[src/rtl/core/jsu_pkg.sv]
package jsu_pkg;

   // parser modes; unused encodings behave as waiting for the opening quote
   typedef enum logic [3:0] {
      M_IDLE      = 4'd0,
      M_STR       = 4'd1,
      M_ESC       = 4'd2,
      M_HEX_FIRST = 4'd3,
      M_WANT_BS   = 4'd4,
      M_WANT_U    = 4'd5,
      M_HEX_LOW   = 4'd6
   } mode_type;

   // result kinds
   typedef enum logic [1:0] {
      K_DATA  = 2'd0,
      K_CLOSE = 2'd1,
      K_ERR   = 2'd2
   } kind_type;

   localparam int unsigned MAX_RESULTS = 4;
   localparam int unsigned CNT_W       = $clog2(MAX_RESULTS + 1);

   // parser state carried from one byte to the next
   typedef struct packed {
      mode_type    mode;
      logic [15:0] hex_accum;
      logic [1:0]  digit_count;
      logic [9:0]  high_half;
   } state_type;

   localparam state_type ST_RESET = '{
      mode:        M_IDLE,
      hex_accum:   16'h0000,
      digit_count: 2'd0,
      high_half:   10'h000
   };

   // all results caused by one input byte; bytes[0] goes out first
   typedef struct packed {
      kind_type                     kind;
      logic [CNT_W-1:0]             count;
      logic [MAX_RESULTS-1:0][7:0]  bytes;
   } group_type;

endpackage

[src/rtl/core/jsu_decode.sv]
module jsu_decode
   import jsu_pkg::*;
(
   input  state_type st,
   input  logic [7:0] in_byte,
   output state_type st_nxt,
   output group_type grp
);

   localparam logic [7:0] CH_QUOTE = 8'h22;
   localparam logic [7:0] CH_BSL   = 8'h5C;
   localparam logic [7:0] CH_SLASH = 8'h2F;
   localparam logic [7:0] CH_U     = 8'h75;

   // one code point to 1..4 utf-8 bytes
   function automatic group_type utf8_encode(input logic [20:0] cp);
      group_type g;
      g = '0;
      g.kind = K_DATA;
      if (cp < 21'h000080) begin
         g.count    = CNT_W'(1);
         g.bytes[0] = cp[7:0];
      end else if (cp < 21'h000800) begin
         g.count    = CNT_W'(2);
         g.bytes[0] = {3'b110, cp[10:6]};
         g.bytes[1] = {2'b10, cp[5:0]};
      end else if (cp < 21'h010000) begin
         g.count    = CNT_W'(3);
         g.bytes[0] = {4'b1110, cp[15:12]};
         g.bytes[1] = {2'b10, cp[11:6]};
         g.bytes[2] = {2'b10, cp[5:0]};
      end else begin
         g.count    = CNT_W'(4);
         g.bytes[0] = {5'b11110, cp[20:18]};
         g.bytes[1] = {2'b10, cp[17:12]};
         g.bytes[2] = {2'b10, cp[11:6]};
         g.bytes[3] = {2'b10, cp[5:0]};
      end
      return g;
   endfunction

   // hex digit of either case; bit 4 flags a valid digit
   function automatic logic [4:0] hex_digit(input logic [7:0] b);
      logic [4:0] r;
      r = 5'h00;
      if (b inside {[8'h30:8'h39]}) begin
         r = {1'b1, b[3:0]};
      end else if (b inside {[8'h41:8'h46], [8'h61:8'h66]}) begin
         r = {1'b1, 4'(b[3:0] + 4'd9)};
      end
      return r;
   endfunction

   logic [4:0]  digit;
   logic [15:0] acc_new;
   logic [20:0] cp_pair;
   logic        err;

   assign digit   = hex_digit(in_byte);
   assign acc_new = {st.hex_accum[11:0], digit[3:0]};
   // surrogate pair: 0x10000 + ((high - 0xD800) << 10) + (low - 0xDC00)
   assign cp_pair = {1'b0, st.high_half, acc_new[9:0]} + 21'h010000;

   // next state and results for one byte
   always_comb begin
      st_nxt    = st;
      grp       = '0;
      grp.kind  = K_DATA;
      err       = 1'b0;
      case (st.mode)
         M_STR: begin
            if (in_byte == CH_QUOTE) begin
               grp.kind  = K_CLOSE;
               grp.count = CNT_W'(1);
               st_nxt    = ST_RESET;
            end else if (in_byte == CH_BSL) begin
               st_nxt.mode = M_ESC;
            end else if (in_byte < 8'h20) begin
               err = 1'b1;
            end else begin
               grp.count    = CNT_W'(1);
               grp.bytes[0] = in_byte;
            end
         end
         M_ESC: begin
            st_nxt.mode = M_STR;
            grp.count   = CNT_W'(1);
            case (in_byte)
               CH_QUOTE: grp.bytes[0] = CH_QUOTE;
               CH_BSL:   grp.bytes[0] = CH_BSL;
               CH_SLASH: grp.bytes[0] = CH_SLASH;
               8'h6E:    grp.bytes[0] = 8'h0A;
               8'h74:    grp.bytes[0] = 8'h09;
               8'h72:    grp.bytes[0] = 8'h0D;
               8'h62:    grp.bytes[0] = 8'h08;
               8'h66:    grp.bytes[0] = 8'h0C;
               CH_U: begin
                  grp.count          = '0;
                  st_nxt.hex_accum   = 16'h0000;
                  st_nxt.digit_count = 2'd0;
                  st_nxt.mode        = M_HEX_FIRST;
               end
               default: err = 1'b1;
            endcase
         end
         M_HEX_FIRST, M_HEX_LOW: begin
            if (!digit[4]) begin
               err = 1'b1;
            end else if (st.digit_count != 2'd3) begin
               st_nxt.hex_accum   = acc_new;
               st_nxt.digit_count = st.digit_count + 2'd1;
            end else begin
               st_nxt.hex_accum   = acc_new;
               st_nxt.digit_count = 2'd0;
               if (st.mode == M_HEX_FIRST) begin
                  if (acc_new inside {[16'hDC00:16'hDFFF]}) begin
                     err = 1'b1;
                  end else if (acc_new inside {[16'hD800:16'hDBFF]}) begin
                     st_nxt.high_half = acc_new[9:0];
                     st_nxt.mode      = M_WANT_BS;
                  end else begin
                     grp         = utf8_encode({5'b00000, acc_new});
                     st_nxt.mode = M_STR;
                  end
               end else begin
                  if (acc_new inside {[16'hDC00:16'hDFFF]}) begin
                     grp         = utf8_encode(cp_pair);
                     st_nxt.mode = M_STR;
                  end else begin
                     err = 1'b1;
                  end
               end
            end
         end
         M_WANT_BS: begin
            if (in_byte == CH_BSL) begin
               st_nxt.mode = M_WANT_U;
            end else begin
               err = 1'b1;
            end
         end
         M_WANT_U: begin
            if (in_byte == CH_U) begin
               st_nxt.hex_accum   = 16'h0000;
               st_nxt.digit_count = 2'd0;
               st_nxt.mode        = M_HEX_LOW;
            end else begin
               err = 1'b1;
            end
         end
         default: begin
            // waiting for the opening quote
            if (in_byte == CH_QUOTE) begin
               st_nxt      = ST_RESET;
               st_nxt.mode = M_STR;
            end else begin
               err = 1'b1;
            end
         end
      endcase

      // any violation gives a lone error and restarts
      if (err) begin
         grp       = '0;
         grp.kind  = K_ERR;
         grp.count = CNT_W'(1);
         st_nxt    = ST_RESET;
      end
   end

endmodule

[src/rtl/core/jsu_out_queue.sv]
module jsu_out_queue
   import jsu_pkg::*;
(
   input  logic       clock,
   input  logic       reset,
   input  logic       load,
   input  group_type  grp,
   output logic       ready,
   output logic       rsp_valid,
   input  logic       rsp_stall,
   output logic [1:0] rsp_kind,
   output logic [7:0] rsp_out_byte,
   output logic       rsp_last
);

   logic [CNT_W-1:0]            cnt_ff, cnt_in;
   kind_type                    kind_ff, kind_in;
   logic [MAX_RESULTS-1:0][7:0] bytes_ff, bytes_in;
   logic                        take;

   assign take      = rsp_valid && !rsp_stall;
   // free for a new group once the last pending word leaves this cycle
   assign ready     = (cnt_ff == '0) || ((cnt_ff == CNT_W'(1)) && !rsp_stall);
   assign rsp_valid = (cnt_ff != '0);
   assign rsp_kind  = kind_ff;
   assign rsp_out_byte = bytes_ff[0];
   assign rsp_last  = (cnt_ff == CNT_W'(1));

   // load a group or shift out one word
   always_comb begin
      cnt_in   = cnt_ff;
      kind_in  = kind_ff;
      bytes_in = bytes_ff;
      if (load) begin
         cnt_in   = grp.count;
         kind_in  = grp.kind;
         bytes_in = grp.bytes;
      end else if (take) begin
         cnt_in   = cnt_ff - CNT_W'(1);
         bytes_in = {8'h00, bytes_ff[MAX_RESULTS-1:1]};
      end
   end

   always_ff @(posedge clock) begin
      if (reset) begin
         cnt_ff <= '0;
      end else begin
         cnt_ff <= cnt_in;
      end
   end

   always_ff @(posedge clock) begin
      kind_ff  <= kind_in;
      bytes_ff <= bytes_in;
   end

endmodule

[src/rtl/core/json_string_unescape_core.sv]
// JSON string literal unescaper, one raw byte per input word.
// Input channel req_*: one byte of the quoted literal per word. The first
// byte must be the opening quote; escapes and \uXXXX (with surrogate pairs)
// are decoded and each code point comes out as 1 to 4 UTF-8 bytes.
// Result channel rsp_*: one word per output byte (kind data), or a single
// close word on the closing quote, or a single error word on any violation.
// rsp_last marks the final word caused by one input byte; bytes such as the
// opening quote, a backslash or early hex digits cause no word at all.
// Path: an accepted byte is held in the input register, then decoded
// combinationally into the group register that offers its result words.
// Throughput: one input byte per cycle without rsp_stall, while each byte
// gives at most one word; a byte that yields more words holds the input
// while the single result port drains the group register one word per cycle.
// Stall on rsp_stall holds the current word and backs up into req_stall
// once the input register is also full.
// Reset (synchronous): both registers empty, parser waits for a quote.
module json_string_unescape_core
   import jsu_pkg::*;
(
   input  logic       clock,
   input  logic       reset,
   input  logic       req_valid,
   output logic       req_stall,
   input  logic [7:0] req_in_byte,
   output logic       rsp_valid,
   input  logic       rsp_stall,
   output logic [1:0] rsp_kind,
   output logic [7:0] rsp_out_byte,
   output logic       rsp_last
);

   logic       in_valid_ff;
   logic [7:0] in_byte_ff;
   state_type  st_ff, st_in;
   group_type  grp;
   logic       q_ready;
   logic       advance;

   assign advance   = in_valid_ff && q_ready;
   assign req_stall = in_valid_ff && !q_ready;

   // input register
   always_ff @(posedge clock) begin
      if (reset) begin
         in_valid_ff <= 1'b0;
      end else if (!req_stall) begin
         in_valid_ff <= req_valid;
      end
   end

   always_ff @(posedge clock) begin
      if (!req_stall && req_valid) begin
         in_byte_ff <= req_in_byte;
      end
   end

   // parser state
   always_ff @(posedge clock) begin
      if (reset) begin
         st_ff <= ST_RESET;
      end else if (advance) begin
         st_ff <= st_in;
      end
   end

   jsu_decode u_decode (
      .st      (st_ff),
      .in_byte (in_byte_ff),
      .st_nxt  (st_in),
      .grp     (grp)
   );

   jsu_out_queue u_out_queue (
      .clock        (clock),
      .reset        (reset),
      .load         (advance),
      .grp          (grp),
      .ready        (q_ready),
      .rsp_valid    (rsp_valid),
      .rsp_stall    (rsp_stall),
      .rsp_kind     (rsp_kind),
      .rsp_out_byte (rsp_out_byte),
      .rsp_last     (rsp_last)
   );

endmodule

[config.mk]
export PLATFORM = sky130hd
export DESIGN_NAME = json_string_unescape_core
export DESIGN_NICKNAME = d
export VERILOG_FILES = /design/src/rtl/core/jsu_pkg.sv /design/src/rtl/core/jsu_decode.sv /design/src/rtl/core/jsu_out_queue.sv /design/src/rtl/core/json_string_unescape_core.sv
export SDC_FILE = /design/constraint.sdc
export NUM_CORES = 1
export LEC_CHECK = 0
export BUFFER_PORTS_ARGS = -buffer_cell sky130_fd_sc_hd__buf_2
export CORE_MARGIN = 10
export CORE_UTILIZATION = 45
export CTS_CLUSTER_DIAMETER = 120
export DETAILED_ROUTE_END_ITERATION = 10
export GPL_TIMING_DRIVEN = 0
export PLACE_DENSITY = 0.68
export SETUP_SLACK_MARGIN = 0.1
export SLEW_MARGIN = 20
export SYNTH_ARGS = -nofsm -noshare
export SYNTH_HDL_FRONTEND = slang
export SYNTH_SLANG_ARGS = --single-unit
[constraint.sdc]
create_clock -name clock -period 8.26 [get_ports clock]
set_clock_uncertainty 0.1 [all_clocks]
set_input_delay 1.239 -clock clock [delete_from_list [all_inputs] [get_ports clock]]
set_output_delay 1.239 -clock clock [all_outputs]
set_load 0.01 [all_outputs]
# After elaboration in Yosys (flattened, before gate mapping)
# Index checks and enable logic that the tools add are counted.
# totals
ram_bits	0
out_inout_bits	13
mem_bits_ro	0
in_bits	12
regBits	74
memories	0
elab_cells	181
latch_bits	0
# classes
multipliers	0
div	0
order_cmp	16
eq_ne	31
n_reduce_logical	27
addsub	4
bitwise	0
shift	0
n_mux	91
# op_table
op	count
two-way mux 24 bit	18
two-way mux 32 bit	5
two-way mux 37 bit	4
two-way mux 35 bit	3
one-hot mux 18 bit (5 select lines)	1
== test 8 x 7 -> 1 bit (second input constant)	7
two-way mux 8 bit	7
one-hot mux 7 bit (8 select lines)	1
two-way mux 16 bit	3
two-way mux 22 bit	2
two-way mux 10 bit	4
>= comparator 16 bit (second input constant)	2
<= comparator 16 bit (second input constant)	2
one-hot mux 10 bit (3 select lines)	1
two-way mux 28 bit	1
two-way mux 4 bit	7
two-way mux 3 bit	8
one-hot mux 8 bit (3 select lines)	1
adder 20 x 17 -> 21 bit (second input constant)	1
< comparator 21 x 12 -> 1 bit (second input constant)	1
< comparator 21 x 17 -> 1 bit (second input constant)	1
< comparator 21 x 8 -> 1 bit (second input constant)	1
inequality test 3 x 1 -> 1 bit (second input constant)	7
two-way mux 20 bit	1
40 further kinds	80

# Longest topological paths before layout
# Gate-level depths: netlist of run 1.
# logic_depth
depth_word	24
depth_mapped	11
ltp_nobuf	10

# Hierarchy
# A second synthesis of run 1 with hierarchy kept.
# hier_totals
cells_unflattened	678
hier_area_um2	5944.5
# by_module_without_submodules
mod	seq_area_each_um2	cells_per_inst	instances	area_each_um2
jsu_decode	0.0	413	1	2537.4
json_string_unescape_core	900.9	159	1	1761.7
jsu_out_queue	1081.0	106	1	1645.3

# Least setup slack after synthesis of run 1
# Ideal clock, no wire load.
# synth_timing
kind	input to register
start	input rsp_stall
end	register u_out_queue.cnt_ff[0]
setup_slack_ps	4437
stages	5
required_ps	8040
setup_ps	120
path_buffers	0
arrival_time_ps	3603
cell_sequence	a21oi_1 -> o21ai_0 -> a21oi_1 -> o21ai_0 -> o31a_1
# synth_via
elab_chain_len	5
elab_cells_between_ends	7
classes_between	1 x mux; 6 x reduce/logical
# synth_rtl
element	line_no	rtl
start: declaration	json_string_unescape_core.sv:26	input logic rsp_stall,
logical NOT 1 bit (*)	jsu_out_queue.sv:21, jsu_out_queue.sv:23	
logical AND 1 bit	jsu_out_queue.sv:23	assign ready = (cnt_ff == '0) || ((cnt_ff == CNT_W'(1)) && !rsp_stall);
logical OR 1 bit	jsu_out_queue.sv:23	
logical AND 1 bit	json_string_unescape_core.sv:39	assign advance = in_valid_ff && q_ready;
two-way mux 3 bit / nonzero test 2 bit (equally long branches)	n/a	
end signal: assignment	jsu_out_queue.sv:48	cnt_ff <= cnt_in;
end: declaration	jsu_out_queue.sv:16	logic [CNT_W-1:0] cnt_ff, cnt_in;
# Mark *: on every way between the ends. The rest lies on a longest branch, timed or not.
# A chain may end at the register's enable or synchronous reset.

==> results of run 1 <==
final timing paths:
path / start / to / slack [ns] / cells past startpoint
worst max-delay path: in_byte_ff[1]$_DFFE_PP_ / u_out_queue.rsp_out_byte[1]$_DFFE_PP_ / 4.85 / 9
worst min-delay path: st_ff[11]$_SDFFE_PP0P_ / st_ff[11]$_SDFFE_PP0P_ / 0.38 / 2
worst min register to register: st_ff[11]$_SDFFE_PP0P_ / st_ff[11]$_SDFFE_PP0P_ / 0.38 / 2
worst max register to register: in_byte_ff[1]$_DFFE_PP_ / u_out_queue.rsp_out_byte[1]$_DFFE_PP_ / 4.85 / 9
per-stage QoR:
step	utilization	setup slack [ns]	cells	hold WS [ns]	area (um2)
4_1_cts	0.513	4.95	694	0.391	5230
3_3_place_gp	0.486	3.59	677	0.365	4950
2_1_floorplan	-	4.44	517	0.355	4660
6_report	0.513	4.85	694	0.382	5230
5_1_grt	0.513	4.76	694	0.417	5230
3_5_place_dp	0.490	4.69	678	0.379	4990
cells in the final DEF (no fill, tap or decap), types with 11 or more instances in the layout:
master / synthesis / final
nand2_1: 61 / 61
edfxtp_1: 39 / 39
nor2_1: 32 / 32
dfxtp_1: 31 / 31
nand2b_1: 30 / 30
buf_2: 6 / 30
mux2i_1: 26 / 26
o21ai_0: 25 / 25
a21oi_1: 25 / 24
clkbuf_1: 21 / 22
a22o_1: 22 / 22
inv_1: 12 / 12
buf_4: 12 / 12
nor2b_1: 11 / 11
where the power goes:
part / switching, mW / total (mW) / internal [mW]
Sequential: 0.0321 / 0.528 / 0.496
Combinational: 0.204 / 0.374 / 0.170
Clock: 0.132 / 0.332 / 0.200
Total: 0.368 / 1.23 / 0.866
layout make-up:
class	instances	area, um2	area share
plain buffers	42	225	0.0431
clock buffers	10	128	0.0244
clock inverters	6	110	0.0211
inverters	12	45.0	0.00862
multi-input cells	393	2610	0.499
flip-flops and latches	70	1790	0.343
well taps	136	170	0.0326
repair buffers	25	148	0.0283
registers in the layout, indices dropped and copies added (netlist names):
name                      flops
u_out_queue.cnt_ff            3
u_out_queue.bytes_ff         21
in_byte_ff                    8
u_out_queue.rsp_out_byte      8
u_out_queue.rsp_kind          2
st_ff                        27
in_valid_ff                   1
logic make-up (layout without fill, tap and decap cells):
group           after synthesis  in the layout  share of synthesized area
fa+ha+maj                    10             10                     0.0269
mux                          27             27                     0.0583
simple gates                204            204                      0.234
flops                        70             70                      0.385
compound gates              150            150                      0.234
buf+inv                      54             95                     0.0580
xor+xnor                      2              2                    0.00376
critical path: cells and delay by family, from the launching register on:
kind,cells,cell delay (ns)
simple gates,1,0.29
compound gates,6,1.84
fa+ha+maj,1,0.25
buf+inv,1,0.15
flops,1,0.52
layer usage:
layer | GRT usage | vias up
li1 | - | 2003
met1 | 0.250 | 2031
met2 | 0.281 | 191
met3 | 0.0347 | 29
met4 | 0.0648 | 0
met5 | 0 | -
==> implementation parameters, run 1 <==
Parameter                              Value

Outcome
  Status    finished clean

Power and ir drop
  Power density relative to cell area    between 200 and 250 nW/um2
  Leakage power    roughly 2.0 nW
  Largest vdd supply drop    around 0.00016 V
  Power Total    ~1.2 mW

Synthesis
  Biggest area contributors in the synthesized netlist    edfxtp_1, dfxtp_1, mux2i_1, nand2_1, a22o_1
  Top cell types by occurrence after synthesis    nand2_1, edfxtp_1, nor2_1, dfxtp_1, nand2b_1
  Warnings, synthesis    0
  Number of unique standard cell types used by synthesis    70
  Area of the mapped netlist    approximately 4700 um2
  Main flop type after synthesis    edfxtp_1
  Register area share after synthesis    0.385
  Number of register bits inferred by synthesis    70
  Net count after synthesis    about 540
  Async S/R FF share, synth    0
  Average instance area after synthesis    9.01 um2
  Largest area contributor in the netlist    edfxtp_1
  Cell with the most instances after synthesis    nand2_1
  Area share of the leading cell type in the synthesized netlist    0.251
  Number of instances in the synthesized netlist    approximately 520
  Number of enable flip-flop cells after synthesis    39

Timing
  Relative max-transition margin    0.318
  Transition time at the pin with the least slew margin    ~1.0 ns
  Count of endpoints failing setup in the final report    0
  Final worst path period share    0.413
  Final Max Slew Viols    0
  Unrepaired setup endpoints after global routing    no
  Fmax achieved    slightly below 300 MHz
  Min Tclk post-route    ~3.4 ns
  Number of hold violations in the final report    0
  TNS Setup    0 ns

Run
  Max_cap viols    0

Critical path
  CP max stage cell    edfxtp_1
  Worst setup EP type    register
  Biggest cell delay along the critical path    around 0.52 ns
  Worst Setup Path Type    register to register
  CP dominant cell by count    a22o_1
  Setup crit start kind    register
  Arrival time of the worst setup path    3.40 ns
  Critical path required time    between 8 and 9 ns
  Highest net fanout along the worst path    9
  Cells along the critical path    inv_1 > ha_1 > nor4b_2 > a21oi_1 > a22o_1 > a22o_1 > a221o_1 > a221oi_1 > o21ai_0

CTS
  Hold_buf cts    0
  Clock tree from TritonCTS    yes
  CTS Root Cell    clkbuf_8
  Buffers inserted during post-CTS setup optimization    0
  TritonCTS buffer count    9
  Worst-Skew Late Latency    0.35 ns
  Number of buffers on the longest clock path    2
  Clock sink total    70
  CTS-repair resized insts    0
  H-tree depth    3
  Clock edge transition at the registers on the reported setup and hold paths    ~0.080 ns

Final layout
  Count of fill cells added during filler insertion    ~970
  Layout overhead on the synthesized area    12.2%
  Antenna Cells    0
  Final Net Count    575
  Share of layout cells above drive strength 1    0.133

Global routing
  First-pass GRT wire length    approximately 22000 um
  Maximum number of pins on one net before global-route repair    26
  Via count of the first global-routing pass    4067
  Remaining Overflow, GRT    0
  Initial antenna violation count    0
  Total routing resource utilization after global routing    0.183

Placement
  Count of buffers from port buffering    24
  Placed wire-length estimate after detailed placement    10200 um
  GPL Wtd Cong    roughly 0.96

Die
  Horiz. Die Dim    roughly 120 um
  Number of top-level pins    25
  Floorplan row count    37
  Effective utilization at floorplan    0.457
  Core region area    about 10000 um2
  Die height    around 120 um
  Total Die Area    14800 um2

Detailed routing
  Starting DRT DRC Count    about 500
  Total via count after detailed routing    ~4300
  Per-cell via count in the routed design    about 6.1
  Routed met1 length    just under 6000 um
  Detailed-route DRC error count    0
  Number of nets with antenna violations after routing    0
  Highest metal layer with signal wires    met4
  Met2 WL post-DR    about 6100 um
  Routed Wire Length    around 13000 um
  Detailed route wirelength on metal3    between 1000 and 1500 um
  Iteration count of the initial detailed-routing pass    6
  Wire per inst    19.3 um

Min path
  Worst min-delay path class    register to register
(Power assumes the default switching activity.)
==> inputs of run 2 (changes only) <==
- PLACE_DENSITY: 0.68 -> 0.7
- clock period: 8.26 -> 2.8 ns (I/O delays scaled with it)
==> run 2 against run 1 <==
The flow now finishes with violations (negative setup slack). Clock power grew to 3.0 times the previous value. Total power increased to 3.1 times the previous value. Non-clock buffer count grew 30. Maximum frequency rose by 20%. Critical path type unchanged. Largest cell class unchanged.
==> implementation parameters, run 2 (synthesis gave the netlist of run 1 again) <==
Parameter                              Value

Outcome
  Status    finished with violations
  Failing checks    negative setup slack

Detailed routing
  Routed Wire Length    between 10000 and 15000 um
  Total via count after detailed routing    approximately 4400
  Wire per inst    about 20 um
  Number of nets with antenna violations after routing    0
  Detailed-route DRC error count    0
  Starting DRT DRC Count    approximately 360
  Iteration count of the initial detailed-routing pass    5
  Per-cell via count in the routed design    roughly 6

Min path
  Worst min-delay path class    input pin to register
  Source of the worst hold timing path    req_in_byte[3]
  WHS Endpoint    in_byte_ff[3]$_DFFE_PP_
  Instance count along the most critical hold path    1

Power and ir drop
  Net switching power of the design    1.19 mW
  Pint    approximately 2.7 mW
  Leakage power    approximately 2.3 nW
  Sequential share of power    0.402
  Switching share of power    0.306
  Fraction of power consumed by combinational cells    0.337
  Power density relative to cell area    between 600 and 700 nW/um2
  Clock Power Share    0.261
  Largest vdd supply drop    between 0.0005 and 0.0006 V

CTS
  TritonCTS buffer count    9
  Worst-Skew Late Latency    between 0.3 and 0.4 ns
  CTS Root Cell    clkbuf_8
  Clock sink total    70
  Number of buffers on the longest clock path    2
  Clock edge transition at the registers on the reported setup and hold paths    0.08 ns
  H-tree depth    3
  Clock tree from TritonCTS    yes

Die
  Die height    122 um
  Number of top-level pins    25
  Effective utilization at floorplan    0.457
  Core region area    around 10000 um2
  Floorplan row count    37
  Total Die Area    roughly 15000 um2
  Horiz. Die Dim    between 100 and 150 um

Timing
  Final Max Slew Viols    0
  Unrepaired setup endpoints after global routing    yes
  TNS Setup    -0.305 ns
  Relative max-transition margin    0.423
  Fin worst setup slack    -0.0402 ns
  Min Tclk post-route    2.84 ns
  Number of hold violations in the final report    0
  Transition time at the pin with the least slew margin    about 0.86 ns
  Final worst path period share    1.01
  Count of endpoints failing setup in the final report    15
  Fmax achieved    ~350 MHz

Critical path
  Critical R2R Launch    in_byte_ff[0]$_DFFE_PP_
  Setup slack on the worst flop-to-flop path    -0.04 ns
  Highest net fanout along the worst path    5
  Length in cells of the worst reg-to-reg path    11
  FF-to-FF End    st_ff[21]$_SDFFE_PP0P_
  Arrival time of the worst setup path    approximately 3 ns
  Critical path required time    2.94 ns
  Worst setup EP type    register
  Setup crit start kind    register
  Worst Setup Path Type    register to register

Run
  Max_cap viols    0

Placement
  Placed inst area    about 5000 um2
  Count of buffers from port buffering    24
  Setup Slack @ Placement    -0.433 ns
  Placed wire-length estimate after detailed placement    slightly above 10000 um
  GPL Wtd Cong    about 1

Global routing
  Remaining Overflow, GRT    0
  Initial antenna violation count    0
  Total routing resource utilization after global routing    0.186
  Via count of the first global-routing pass    between 4000 and 5000
  Maximum number of pins on one net before global-route repair    20
  First-pass GRT wire length    22100 um

Final layout
  Register with the most flip-flops    st_ff
  Count of fill cells added during filler insertion    roughly 900
  Largest registers in the final layout    st_ff (27), u_out_queue.bytes_ff (21)
  Antenna Cells    0
  Post-route standard cell area excluding fillers    between 5000 and 6000 um2
  Share of layout cells above drive strength 1    0.301
  Layout overhead on the synthesized area    28.5%
  Final Net Count    between 600 and 700
  Most common cell after layout, fill and taps aside    nand2_1
  Commonest non-fill, non-tap cells in the layout    nand2_1, edfxtp_1, nand2b_1, buf_4, dfxtp_1
  Max reg flops    27
==> run 2: cell count changes in the layout (fill, tap and decap cells not counted), moves of 6 or more <==
| cell | previous run | this run |
|---|---|---|
| clkbuf_1 | 22 | 12 |
| buf_6 | 2 | 13 |
| buf_4 | 12 | 30 |
| a21oi_1 | 24 | 17 |
| clkbuf_2 | 0 | 9 |
| a21oi_2 | 0 | 6 |
==> run 2: worst max-delay path by stage <==
stage | slack (ns) | start | cells after the start | endpoint
after global placement | -0.41 | in_byte_ff[1]$_DFFE_PP_ | 9 | u_out_queue.rsp_out_byte[1]$_DFFE_PP_
after detailed placement | -0.43 | st_ff[23]$_SDFFE_PP0P_ | 7 | u_out_queue.rsp_out_byte[5]$_DFFE_PP_
after CTS | 0.03 | st_ff[5]$_SDFFE_PP0P_ | 7 | u_out_queue.rsp_out_byte[1]$_DFFE_PP_
after global routing | -0.15 | in_byte_ff[0]$_DFFE_PP_ | 11 | st_ff[22]$_SDFFE_PP0P_
final | -0.04 | in_byte_ff[0]$_DFFE_PP_ | 11 | st_ff[21]$_SDFFE_PP0P_
after floorplan | 0.10 | u_out_queue.cnt_ff[0]$_SDFFE_PP0P_ | 9 | u_out_queue.cnt_ff[0]$_SDFFE_PP0P_
==> run 2: metal layers <==
metal | wire (um) | track usage | up-vias
li1 | - | - | 2065
met1 | 6440 | 0.253 | 2107
met2 | 6900 | 0.294 | 176
met3 | 884 | 0.0254 | 28
met4 | 342 | 0.0715 | 0
met5 | 0 | 0 | -
==> run 2: cell type report <==
class | count | area, um2 | share of cell area
plain buffers | 42 | 275 | 0.0460
multi-input cells | 393 | 3010 | 0.503
flip-flops and latches | 70 | 1790 | 0.300
repair buffers | 55 | 437 | 0.0729
well taps | 136 | 170 | 0.0284
clock inverters | 2 | 38.8 | 0.00648
clock buffers | 14 | 218 | 0.0364
inverters | 12 | 45.0 | 0.00752
==> run 2: worst max-delay path: stages, from the launching register on <==
cell and delay, ns:
edfxtp_1 0.45, inv_2 0.15, ha_4 0.14, nor4b_4 0.27, a21oi_2 0.15, a221oi_4 0.40
a211oi_2 0.14, o21a_1 0.15, a221o_1 0.37, buf_6 0.16, clkbuf_16 0.15, mux2i_1 0.11
==> run 2: metrics by stage <==
stage | instances | util | hold slack [ns] | total power, mW
final | 724 | 0.588 | 0.135 | 3.88
after global routing | 724 | 0.588 | 0.131 | 4.06
after CTS | 709 | 0.546 | 0.133 | 3.79
after detailed placement | 678 | 0.490 | 0.383 | 2.69
after global placement | 677 | 0.486 | 0.368 | 2.60
after floorplan | 517 | - | 0.355 | 2.33
==> run 2: power groups by stage <==
stage          combinational, mW  sequential, mW  clock [mW]
4_1_cts                     1.21            1.56        1.02
3_3_place_gp                1.01            1.58           0
5_1_grt                     1.42            1.58        1.06
3_5_place_dp                1.11            1.58           0
6_report                    1.31            1.56        1.01
2_1_floorplan              0.773            1.56           0
==> run 2: repair_timing <==
item | CTS | global route
pin swaps | 12 | 19
gates cloned | 1 | 2
hold buffers | 0 | 0
setup endpoints to repair | 59 | 59
buffers inserted | 14 | 13
gates resized for setup | 55 | 70
